File: config.mk
export PLATFORM = sky130hd
export DESIGN_NAME = cursor_list_engine_core
export DESIGN_NICKNAME = d
export VERILOG_FILES = /design/src/hw/rtl/clst_pkg.sv /design/src/hw/rtl/clst_ram.sv /design/src/hw/rtl/clst_walk.sv /design/src/hw/rtl/cursor_list_engine_core.sv
export SDC_FILE = /design/constraint.sdc
export NUM_CORES = 2
export LEC_CHECK = 0
export BUFFER_PORTS_ARGS = -buffer_cell sky130_fd_sc_hd__buf_2
export CAP_MARGIN = 30
export CORE_ASPECT_RATIO = 0.75
export CORE_MARGIN = 2
export CORE_UTILIZATION = 45
export DETAILED_ROUTE_END_ITERATION = 8
export SLEW_MARGIN = 20
export SYNTH_ARGS = -nofsm -noshare
export SYNTH_HDL_FRONTEND = slang
export SYNTH_HIERARCHICAL = 1
export SYNTH_SLANG_ARGS = --single-unit
File: constraint.sdc
create_clock -name i_clk -period 12.67 [get_ports i_clk]
set_input_delay 1.267 -clock i_clk [delete_from_list [all_inputs] [get_ports i_clk]]
set_output_delay 1.267 -clock i_clk [all_outputs]
set_load 0.01 [all_outputs]
File: src/hw/rtl/clst_pkg.sv
// ----------------------------------------------------------------------------
// clst_pkg
// Shared types and constants for the cursor list engine.
// ----------------------------------------------------------------------------
package clst_pkg;

    localparam int CAPACITY    = 64;
    localparam int DATA_WIDTH  = 32;
    localparam int ADDR_W      = $clog2(CAPACITY);
    localparam int CNT_W       = $clog2(CAPACITY + 1);
    localparam int POS_W       = 6;
    localparam int OP_W        = 4;
    localparam int STAT_W      = 3;
    localparam int IN_FIELDS_W = DATA_WIDTH + POS_W;
    localparam int IN_TDATA_W  = ((IN_FIELDS_W + 7) / 8) * 8;
    localparam int OUT_FIELDS_W = DATA_WIDTH + ADDR_W + CNT_W + ADDR_W;
    localparam int OUT_TDATA_W = ((OUT_FIELDS_W + 7) / 8) * 8;

    typedef enum logic [OP_W-1:0] {
        OP_INSERT = 4'd0,
        OP_APPEND = 4'd1,
        OP_ERASE  = 4'd2,
        OP_BEGIN  = 4'd3,
        OP_END    = 4'd4,
        OP_PREV   = 4'd5,
        OP_NEXT   = 4'd6,
        OP_SETPOS = 4'd7,
        OP_READ   = 4'd8,
        OP_FIND   = 4'd9,
        OP_CLEAR  = 4'd10
    } t_op;

    typedef enum logic [STAT_W-1:0] {
        ST_OK       = 3'd0,
        ST_FULL     = 3'd1,
        ST_EMPTY    = 3'd2,
        ST_BADPOS   = 3'd3,
        ST_NOTFOUND = 3'd4
    } t_status;

    // start/stop for the address walker
    typedef struct packed {
        logic              start;
        logic              down;
        logic [ADDR_W-1:0] addr;
        logic [CNT_W-1:0]  count;
        logic              stop;
    } t_walk_cmd;

    // walker read port and returned-data tag
    typedef struct packed {
        logic              rd_en;
        logic [ADDR_W-1:0] rd_addr;
        logic              dv;
        logic [ADDR_W-1:0] da;
        logic              busy;
    } t_walk_sts;

endpackage

File: src/hw/rtl/clst_ram.sv
// ----------------------------------------------------------------------------
// clst_ram
// Element store: one write port, one read port, registered read data.
// ----------------------------------------------------------------------------
module clst_ram (
    input  logic                            i_clk,
    input  logic                            i_we,
    input  logic [clst_pkg::ADDR_W-1:0]     i_waddr,
    input  logic [clst_pkg::DATA_WIDTH-1:0] i_wdata,
    input  logic                            i_re,
    input  logic [clst_pkg::ADDR_W-1:0]     i_raddr,
    output logic [clst_pkg::DATA_WIDTH-1:0] o_rdata
);
    import clst_pkg::*;

    logic [DATA_WIDTH-1:0] r_mem [CAPACITY];
    logic [DATA_WIDTH-1:0] r_q;

    always_ff @(posedge i_clk) begin
        if (i_we) begin
            r_mem[i_waddr] <= i_wdata;
        end
    end

    always_ff @(posedge i_clk) begin
        if (i_re) begin
            r_q <= r_mem[i_raddr];
        end
    end

    assign o_rdata = r_q;

endmodule

File: src/hw/rtl/clst_walk.sv
// ----------------------------------------------------------------------------
// clst_walk
// Address walker: issues one read per cycle up or down through the store
// and tags the returning data with its address.
// ----------------------------------------------------------------------------
module clst_walk (
    input  logic                  i_clk,
    input  logic                  i_rst_n,
    input  clst_pkg::t_walk_cmd   i_cmd,
    output clst_pkg::t_walk_sts   o_sts
);
    import clst_pkg::*;

    logic [ADDR_W-1:0] r_ra;
    logic [CNT_W-1:0]  r_rem;
    logic              r_down;
    logic              r_dv;
    logic [ADDR_W-1:0] r_da;
    logic              rd_en;

    assign rd_en = (r_rem != '0) && !i_cmd.stop;

    always_ff @(posedge i_clk) begin
        if (!i_rst_n) begin
            r_rem  <= '0;
            r_dv   <= 1'b0;
            r_down <= 1'b0;
        end else if (i_cmd.start) begin
            r_ra   <= i_cmd.addr;
            r_rem  <= i_cmd.count;
            r_down <= i_cmd.down;
            r_dv   <= 1'b0;
        end else if (i_cmd.stop) begin
            r_rem <= '0;
            r_dv  <= 1'b0;
        end else begin
            r_dv <= rd_en;
            r_da <= r_ra;
            if (rd_en) begin
                r_rem <= r_rem - CNT_W'(1);
                r_ra  <= r_down ? r_ra - ADDR_W'(1) : r_ra + ADDR_W'(1);
            end
        end
    end

    always_comb begin
        o_sts.rd_en   = rd_en;
        o_sts.rd_addr = r_ra;
        o_sts.dv      = r_dv;
        o_sts.da      = r_da;
        o_sts.busy    = (r_rem != '0) || r_dv;
    end

endmodule

File: src/hw/rtl/cursor_list_engine_core.sv
// Path, input beat to result beat: cursor moves, clear, unused codes, rejected ops and
// find on an empty list go straight to the result; append, and insert at the end of the
// list, write the store in S_PUT; read, erase and find walk the store in S_SWEEP; insert
// elsewhere walks in S_SWEEP, then writes in S_PUT. Throughput: one item at a time;
// the walk through the store, at one entry per cycle, sets the pace.
// Reset (i_rst_n low, synchronous): size and cursor to 0, block idle.
// ----------------------------------------------------------------------------
// cursor_list_engine_core
// Ordered list with a cursor: insert, append, erase, cursor moves, read, find
// and clear, driven by a small sequencer around a shared memory walker.
// ----------------------------------------------------------------------------
module cursor_list_engine_core (
    input  logic                             i_clk,
    input  logic                             i_rst_n,
    input  logic                             s_axis_tvalid,
    output logic                             s_axis_tready,
    // value [31:0], position [37:32], zero pad
    input  logic [clst_pkg::IN_TDATA_W-1:0]  s_axis_tdata,
    // operation [3:0]
    input  logic [clst_pkg::OP_W-1:0]        s_axis_tuser,
    output logic                             m_axis_tvalid,
    input  logic                             m_axis_tready,
    // result_value [31:0], found_index [37:32], list_size [44:38],
    // cursor [50:45], zero pad
    output logic [clst_pkg::OUT_TDATA_W-1:0] m_axis_tdata,
    // status [2:0]
    output logic [clst_pkg::STAT_W-1:0]      m_axis_tuser
);
    import clst_pkg::*;

    typedef enum logic [1:0] {
        S_IDLE,
        S_SWEEP,
        S_PUT,
        S_OUT
    } t_state;

    t_state                r_state;
    t_op                   r_op;
    logic [DATA_WIDTH-1:0] r_val;
    logic [CNT_W-1:0]      r_count;
    logic [ADDR_W-1:0]     r_cursor;
    logic [ADDR_W-1:0]     r_put_addr;
    logic [DATA_WIDTH-1:0] r_rval;
    logic [ADDR_W-1:0]     r_fidx;
    t_status               r_st;

    logic                  accept;
    t_op                   in_op;
    logic [DATA_WIDTH-1:0] in_val;
    logic [POS_W-1:0]      in_pos;
    logic                  is_full;
    logic                  is_empty;
    logic                  cur_lt_cnt;
    logic                  cur_gt_cnt;
    logic [CNT_W-1:0]      tail_len;
    logic [CNT_W-1:0]      cnt_dec;
    logic                  match;

    t_walk_cmd             walk_cmd;
    t_walk_sts             walk_sts;
    logic                  we;
    logic [ADDR_W-1:0]     waddr;
    logic [DATA_WIDTH-1:0] wdata;
    logic [DATA_WIDTH-1:0] rq;

    assign accept     = s_axis_tvalid && s_axis_tready;
    assign in_op      = t_op'(s_axis_tuser);
    assign in_val     = s_axis_tdata[DATA_WIDTH-1:0];
    assign in_pos     = s_axis_tdata[DATA_WIDTH +: POS_W];
    assign is_full    = (r_count == CNT_W'(CAPACITY));
    assign is_empty   = (r_count == '0);
    assign cur_lt_cnt = ({1'b0, r_cursor} < r_count);
    assign cur_gt_cnt = ({1'b0, r_cursor} > r_count);
    assign tail_len   = r_count - {1'b0, r_cursor};
    assign cnt_dec    = r_count - CNT_W'(1);
    assign match      = walk_sts.dv && (rq == r_val);

    clst_walk u_walk (
        .i_clk   (i_clk),
        .i_rst_n (i_rst_n),
        .i_cmd   (walk_cmd),
        .o_sts   (walk_sts)
    );

    clst_ram u_ram (
        .i_clk   (i_clk),
        .i_we    (we),
        .i_waddr (waddr),
        .i_wdata (wdata),
        .i_re    (walk_sts.rd_en),
        .i_raddr (walk_sts.rd_addr),
        .o_rdata (rq)
    );

    // walker start on accept, early stop on the first find hit
    always_comb begin
        walk_cmd = '0;
        if (r_state == S_IDLE && accept) begin
            unique case (in_op)
                OP_INSERT: begin
                    // shift the tail up, from the last entry down to the cursor
                    walk_cmd.start = !is_full && cur_lt_cnt;
                    walk_cmd.down  = 1'b1;
                    walk_cmd.addr  = cnt_dec[ADDR_W-1:0];
                    walk_cmd.count = tail_len;
                end
                OP_ERASE: begin
                    walk_cmd.start = cur_lt_cnt;
                    walk_cmd.addr  = r_cursor;
                    walk_cmd.count = tail_len;
                end
                OP_READ: begin
                    walk_cmd.start = cur_lt_cnt;
                    walk_cmd.addr  = r_cursor;
                    walk_cmd.count = CNT_W'(1);
                end
                OP_FIND: begin
                    walk_cmd.start = !is_empty;
                    walk_cmd.count = r_count;
                end
                default: begin
                    walk_cmd.start = 1'b0;
                end
            endcase
        end else if (r_state == S_SWEEP) begin
            walk_cmd.stop = (r_op == OP_FIND) && match;
        end
    end

    // store writes: shifted entries during the walk, new value in S_PUT
    always_comb begin
        we    = 1'b0;
        waddr = r_put_addr;
        wdata = r_val;
        if (r_state == S_PUT) begin
            we = 1'b1;
        end else if (r_state == S_SWEEP && walk_sts.dv) begin
            wdata = rq;
            if (r_op == OP_INSERT) begin
                we    = 1'b1;
                waddr = walk_sts.da + ADDR_W'(1);
            end else if (r_op == OP_ERASE && walk_sts.da != r_cursor) begin
                we    = 1'b1;
                waddr = walk_sts.da - ADDR_W'(1);
            end
        end
    end

    always_ff @(posedge i_clk) begin
        if (!i_rst_n) begin
            r_state  <= S_IDLE;
            r_count  <= '0;
            r_cursor <= '0;
            r_op     <= OP_BEGIN;
        end else begin
            unique case (r_state)
                S_IDLE: begin
                    if (accept) begin
                        r_op    <= in_op;
                        r_val   <= in_val;
                        r_rval  <= '0;
                        r_fidx  <= '0;
                        r_st    <= ST_OK;
                        r_state <= S_OUT;
                        unique case (in_op)
                            OP_INSERT: begin
                                r_put_addr <= r_cursor;
                                if (is_full) begin
                                    r_st <= ST_FULL;
                                end else if (cur_gt_cnt) begin
                                    r_st <= ST_BADPOS;
                                end else if (cur_lt_cnt) begin
                                    r_state <= S_SWEEP;
                                end else begin
                                    r_state <= S_PUT;
                                end
                            end
                            OP_APPEND: begin
                                r_put_addr <= r_count[ADDR_W-1:0];
                                if (is_full) begin
                                    r_st <= ST_FULL;
                                end else begin
                                    r_state <= S_PUT;
                                end
                            end
                            OP_ERASE, OP_READ: begin
                                if (is_empty) begin
                                    r_st <= ST_EMPTY;
                                end else if (!cur_lt_cnt) begin
                                    r_st <= ST_BADPOS;
                                end else begin
                                    r_state <= S_SWEEP;
                                end
                            end
                            OP_BEGIN: begin
                                r_cursor <= '0;
                            end
                            OP_END: begin
                                if (is_empty) begin
                                    r_cursor <= '0;
                                    r_st     <= ST_EMPTY;
                                end else begin
                                    r_cursor <= cnt_dec[ADDR_W-1:0];
                                end
                            end
                            OP_PREV: begin
                                if (r_cursor != '0) begin
                                    r_cursor <= r_cursor - ADDR_W'(1);
                                end
                            end
                            OP_NEXT: begin
                                if (({1'b0, r_cursor} + CNT_W'(1)) < r_count) begin
                                    r_cursor <= r_cursor + ADDR_W'(1);
                                end
                            end
                            OP_SETPOS: begin
                                if (CNT_W'(in_pos) > r_count) begin
                                    r_st <= ST_BADPOS;
                                end else begin
                                    r_cursor <= in_pos[ADDR_W-1:0];
                                end
                            end
                            OP_FIND: begin
                                r_st <= ST_NOTFOUND;
                                if (!is_empty) begin
                                    r_state <= S_SWEEP;
                                end
                            end
                            OP_CLEAR: begin
                                r_count  <= '0;
                                r_cursor <= '0;
                            end
                            default: begin
                                r_st <= ST_OK;
                            end
                        endcase
                    end
                end
                S_SWEEP: begin
                    if (walk_sts.dv) begin
                        if ((r_op == OP_ERASE && walk_sts.da == r_cursor)
                            || r_op == OP_READ) begin
                            r_rval <= rq;
                        end
                        if (r_op == OP_FIND && match) begin
                            r_fidx <= walk_sts.da;
                            r_st   <= ST_OK;
                        end
                    end
                    if (!walk_sts.busy) begin
                        if (r_op == OP_INSERT) begin
                            r_state <= S_PUT;
                        end else begin
                            r_state <= S_OUT;
                        end
                        if (r_op == OP_ERASE) begin
                            r_count <= cnt_dec;
                            // pull the cursor back inside the shorter list
                            if (cnt_dec == '0) begin
                                r_cursor <= '0;
                            end else if ({1'b0, r_cursor} >= cnt_dec) begin
                                r_cursor <= r_cursor - ADDR_W'(1);
                            end
                        end
                    end
                end
                S_PUT: begin
                    r_count <= r_count + CNT_W'(1);
                    r_state <= S_OUT;
                end
                S_OUT: begin
                    if (m_axis_tready) begin
                        r_state <= S_IDLE;
                    end
                end
                default: begin
                    r_state <= S_IDLE;
                end
            endcase
        end
    end

    assign s_axis_tready = (r_state == S_IDLE);
    assign m_axis_tvalid = (r_state == S_OUT);
    assign m_axis_tdata  = OUT_TDATA_W'({r_cursor, r_count, r_fidx, r_rval});
    assign m_axis_tuser  = r_st;

    // one item in flight: input side closed while a result beat waits
    a_no_overlap : assert property (@(posedge i_clk) disable iff (!i_rst_n)
        s_axis_tready |-> !m_axis_tvalid)
        else $error("input ready while result beat pending");

    a_busy_after_accept : assert property (@(posedge i_clk) disable iff (!i_rst_n)
        (s_axis_tvalid && s_axis_tready) |=> !s_axis_tready)
        else $error("ready stayed high after accepting a beat");

    a_size_bound : assert property (@(posedge i_clk) disable iff (!i_rst_n)
        r_count <= CNT_W'(CAPACITY))
        else $error("list size beyond capacity");

    a_cursor_bound : assert property (@(posedge i_clk) disable iff (!i_rst_n)
        {1'b0, r_cursor} <= r_count)
        else $error("cursor beyond list size");

endmodule
---- Yosys cells after proc, flatten, opt, wreduce, memory -nomap -nowiden ----
Memories as Yosys holds them, arrays and structs flattened. A register that Yosys moved wholly into a read port is not among the register bits.
Index checks and enable logic that the tools add are counted.
storage, ports and cells
  bits in registers ....................... 119
  bits in latches ......................... 0
  memory bits (writable) .................. 2048
  memory bits (read-only) ................. 0
  input bits .............................. 48
  output and inout bits ................... 61
  word-level logic and storage cells ...... 184
  memories kept ........................... 1
operators by class
  add/subtract/negate cells ............... 11
  multipliers ............................. 0
  divide/modulo/power cells ............... 0
  order comparisons ....................... 5
  equality and inequality tests ........... 34
  shift-type cells ........................ 0
  muxes and demuxes ....................... 76
  bitwise gates (word level) .............. 3
  reductions and logical operators ........ 40
memories
  memory       depth  bits a word  rd ports  clocked after Yosys merged registers in  write ports  line            text
  u_ram.r_mem  64     32           1         1                                        1            clst_ram.sv:16  logic [DATA_WIDTH-1:0] r_mem [CAPACITY];
operators by type and width
  kind                 number
  $mux 32              5
  $mux 6               20
  $pmux 32 s2          1
  $mux 7               7
  $pmux 6 s2           4
  $pmux 7 s3           2
  $eq 32x32->1         1
  $mux 2               15
  $pmux 6 s5           1
  $eq 4x4->1 const B   5
  $add 6x1->6 const B  3
  $pmux 3 s6           1
  $sub 6x1->6 const B  3
  $eq 4x3->1 const B   4
  $ne 2x1->1 const B   8
  $pmux 2 s4           2
  $mux 15              1
  $reduce_and 5->1     3
  $gt 6x7->1           2
  $logic_not 7->1      2
  $sub 7x1->7 const B  2
  $eq 4x2->1 const B   3
  $mux 1               12
  $reduce_and 3->1     4
  other kinds (34)     58

---- Depth between registers and ports, before layout ----
  word-level depth ........................ 10
  depth in mapped cells ................... 15
  gate-level depth less buffers ........... 12

---- By module ----
The synthesis kept the hierarchy.
modules (own cells, without submodules)
  module                   instances  cells an instance  area an instance (µm²)  seq. area each (µm²)
  clst_ram                 1          3511               79359.9                 62459.9
  cursor_list_engine_core  1          677                6687.7                  2752.6
  clst_walk                1          111                1158.6                  540.5

---- Worst setup path before layout ----
Ideal clock, no wire load.
  path kind ............................... register to register
  start point ............................. reg r_cursor[2]
  end point ............................... mem u_ram.r_mem[28][0] (enable)
  setup time .............................. 0.421 ns
  arrival ................................. 4.455 ns
  data required time ...................... 12.249 ns
  slack ................................... 7.794 ns
  stages on the path, launching flop included .. 14
  path buffers ............................ 4
  period minus slack after synthesis ...... 4.876 ns
  path through ............................ dfxtp_1 -> clkbuf_1 -> xor2_1 -> nor2_1 -> a31oi_1 -> or2_2 -> nor2b_1 -> clkbuf_1 -> mux2_2 -> clkbuf_1 -> or3b_2 -> or2_2 -> clkbuf_1 -> nor2_1
on the way
  elaborated cells on any way between the ends .. 12
  those cells by class .................... eq/ne (1); mux (10); reduce/logical (1)
RTL lines
  element                 line                            text
  start, declared         cursor_list_engine_core.sv:42   logic [ADDR_W-1:0] r_cursor;
  start signal, assigned  cursor_list_engine_core.sv:204  r_cursor <= cnt_dec[ADDR_W-1:0];
  start signal, assigned  cursor_list_engine_core.sv:209  r_cursor <= r_cursor - ADDR_W'(1);
  start signal, assigned  cursor_list_engine_core.sv:214  r_cursor <= r_cursor + ADDR_W'(1);
  $ne 6x6->1              cursor_list_engine_core.sv:143  end else if (r_op == OP_ERASE && walk_sts.da != r_cursor) begin
  $logic_and 1x1->1       cursor_list_engine_core.sv:143
  $mux 6                  cursor_list_engine_core.sv:143
  $mux 6                  cursor_list_engine_core.sv:140  if (r_op == OP_INSERT) begin
  $mux 6                  cursor_list_engine_core.sv:138  end else if (r_state == S_SWEEP && walk_sts.dv) begin
  $mux 6                  cursor_list_engine_core.sv:136  if (r_state == S_PUT) begin
  via waddr[1]            cursor_list_engine_core.sv:63   logic [ADDR_W-1:0] waddr;
  end, declared           clst_ram.sv:16
The timed path passes the listed nets, and every way through them passes these cells.

---- Worst setup path in the final report ----
  start point ............................. reg r_state[1]
  end point ............................... mem u_ram.r_mem[46][7] (enable)
on the way
  elaborated cells on any way between the ends .. 9
  those cells by class .................... eq/ne (2); mux (6); reduce/logical (1)
RTL lines
  element                 line                            text
  start, declared         cursor_list_engine_core.sv:38   t_state r_state;
  start signal, assigned  cursor_list_engine_core.sv:152  r_state <= S_IDLE;
  start signal, assigned  cursor_list_engine_core.sv:165  r_state <= S_OUT;
  start signal, assigned  cursor_list_engine_core.sv:174  r_state <= S_SWEEP;
  $eq 2x1->1              cursor_list_engine_core.sv:138
  $logic_and 1x1->1       cursor_list_engine_core.sv:138
  $mux 6                  cursor_list_engine_core.sv:138
  $mux 6 *                cursor_list_engine_core.sv:136
  via waddr[5]            cursor_list_engine_core.sv:63
Mark *: on every way through the listed nets, which the timed path passes. The rest lies on a longest branch.

==> flow_metrics.tcl <==
set metrics [dict create \
    status "finished, final reports clean" \
    routedWlPerCell_um 32.36 \
    required_ns 13.15 \
    clk_pin_slew_ns 0.06 \
    maxSlewViolCount 0 \
    overflow 0 \
    design_area_um2 97800 \
    htree_levels 4 \
    drc 0 \
    ys.warnings.count 6 \
    wl_met1_mm 102.2 \
    dr_total_vias 44741 \
    grt_max_degree 112 \
    place_area_um2 91300 \
    ys_ff_latch 2199 \
    mostFrequentLayoutCell "edfxtp_1" \
    clock_path_buffers 3 \
    crit_fanout 60 \
    yosysSeqAreaShare_pct 75.40 \
    setup_tns_ns 0 \
    drt-initial-drc-count 6284 \
    nNetsFinal 4617 \
    synth_edf_count 2171 \
    start_util_pct 45.42 \
    io_pins 109 \
    first_pass_iters 6 \
    cts-hold-fix-buffers 0 \
    critPathKind "flop to flop" \
    cts_resized 0 \
    startpoint_type "flop" \
    hold_path.class "flop to flop" \
    final_cell_mix "2171 x edfxtp_1, 446 x mux4_2, 204 x clkbuf_16" \
    syn-instance-count 4299 \
    p_leak_nw 30.96 \
    wl_met2_mm 98.92 \
    core.rowCount 139 \
    place_hpwl_mm 132.9 \
    finalClockSkew_ns 0.02761 \
    top_layer "met5" \
    core_um2 192000 \
    antenna_found_initial 23 \
    rsz0062_at_grt "no" \
    max_freq_ghz 0.1899 \
    worst_pin_slew_ns 1.105 \
    fp.dieH_um 385.2 \
    port_buffers 101 \
    track_usage_pct 23.67 \
    synth.avg_cell_area_um2 20.29 \
    finalHoldViolCount 0 \
    synthArstFlopShare_pct 0 \
    cts_sinks 2199 \
    area_growth_pct 12.15 \
    power_density_nw_per_um2 215.5 \
    dp.cells 6856 \
    vdd_drop_max_uv 160.3 \
    period_share_pct 41.56 \
    cap_violations 0 \
    period_needed_ns 5.266 \
    fin_cells 7245 \
    syn_area_um2 87210 \
    ys.flop_type "edfxtp_1" \
    worstPathArrival_ns 5.75 \
    drtAntennaViolNets 0 \
    routed_wl_mm 234.4 \
    cts_setup_buffers 0 \
    cts_buffers 203 \
    drive_above_1_share_pct 24.40 \
    place_congestion 0.8805 \
    clkLatencyLatePin_ns 0.83 \
    synthDistinctLibCells 88 \
    maxSlewHeadroom_pct 25.94 \
    grt_pass1_vias 43507 \
    die_w_um 512.3 \
    cts_tree "built" \
    wl_met3_mm 28.06 \
    worst_setup_path_end_kind "flop" \
    root_buffer "clkbuf_16" \
    grt_pass1_wl_mm 329.0 \
    die_area_um2 197400 \
    vias_per_cell 6.175 \
    setup_viol 0 \
]
flip-flops by register name, summed over array words and instances (netlist names):
signal / flops
u_ram/r_mem: 2048
r_rval: 32
r_val: 32
u_ram/o_rdata: 32
r_count: 7
u_walk/r_rem: 7
r_cursor: 6
r_fidx: 6
r_put_addr: 6
u_walk/r_da: 6
u_walk/r_ra: 6
r_op: 4
m_axis_tuser: 3
r_state: 2
u_walk/r_down: 1
u_walk/r_dv: 1
path summary, 6_finish.rpt:
check | startpoint | slack [ns] | to | cells past startpoint
max reg2reg | r_state[1] | 7.40 | u_ram/r_mem[46][7] | 10
min | u_walk/r_ra[3] | 0.46 | u_walk/r_da[3] | 0
max | r_state[1] | 7.40 | u_ram/r_mem[46][7] | 10
min reg2reg | u_walk/r_ra[3] | 0.46 | u_walk/r_da[3] | 0
logic make-up after synthesis:
| group | Yosys count | synth area share [%] |
|---|---|---|
| adders and majority gates | 43 | 0.6313 |
| and+or+nand+nor | 501 | 2.920 |
| DFF | 2199 | 75.40 |
| other | 1 | 0.004300 |
| buffers and inverters | 297 | 1.917 |
| muxes | 675 | 14.20 |
| AOI/OAI and AO/OA | 516 | 4.250 |
| xor gates and xnor gates | 67 | 0.6815 |
power by group:
group / internal (mW) / leakage (nW) / switching, mW
Clock: 3.30 / 3.14 / 2.67
Sequential: 8.66 / 19.8 / 0.186
Combinational: 2.11 / 7.99 / 4.14
stage by stage:
| stage | total power [mW] | util [%] | worst slack, ns | hold WS [ns] |
|---|---|---|---|---|
| detailed placement | 15.14 | 47.55 | 7.346 | 0.4397 |
| finish | 21.08 | 50.94 | 7.404 | 0.4619 |
| floorplan | 12.69 | - | 7.794 | 0.4748 |
| global placement | 15.06 | 47.52 | 7.360 | 0.4382 |
| CTS | 21.07 | 50.89 | 7.346 | 0.4569 |
| global route | 21.80 | 50.93 | 7.000 | 0.4798 |
cell usage after synthesis (6+ instances only):
master	number	area share, %
a211o_1	9	0.090
a211oi_1	23	0.20
a21oi_1	59	0.34
a221oi_1	6	0.060
a22o_1	18	0.18
a22oi_1	134	1.2
a311o_1	12	0.14
a31oi_1	27	0.19
and2_1	41	0.29
and3_1	14	0.10
buf_1	10	0.043
buf_2	57	0.33
buf_4	35	0.30
buf_6	33	0.43
clkbuf_1	110	0.47
dfxtp_1	28	0.64
edfxtp_1	2171	75
ha_1	40	0.57
inv_1	42	0.18
mux2_2	35	0.45
mux2i_1	194	2.2
mux4_2	446	12
nand2_1	86	0.37
nand2b_1	17	0.12
nand3_1	71	0.41
nand3b_1	9	0.077
nand4_1	13	0.093
nor2_1	139	0.60
nor2b_1	28	0.20
nor3_1	34	0.20
nor4_1	6	0.043
o211ai_1	17	0.15
o21ai_0	65	0.37
o221ai_1	23	0.23
o22a_1	14	0.14
o22ai_1	43	0.31
or2_2	8	0.057
xnor2_1	50	0.50
xor2_1	16	0.16
layout make-up:
cell class                 count  area [um^2]
antenna                       10        25.02
clock buffer                 242         5248
clock inverter               133         1161
fill                       15200        94210
inverter                      43        161.4
multi-input combinational   1807        20400
sequential                  2199        65750
tap                         2538         3176
timing repair buffer         273         1877
layer usage:
metal | up-vias | global-route usage (%)
li1 | 18362 | -
met1 | 23767 | 36.05
met2 | 2307 | 32.96
met3 | 293 | 7.797
met4 | 12 | 5.391
met5 | - | 0
critical path, stage by stage, from the launching register on:
cell and delay, ns:
dfxtp_1 0.33, inv_1 0.10, ha_2 0.17, buf_4 0.54
nand3_2 0.10, buf_4 0.36, nor2b_1 0.43, o22a_1 0.64
nand4b_1 0.86, nor2_4 0.87, buf_4 0.49
Note: power is estimated with default switching activity, not from simulation.
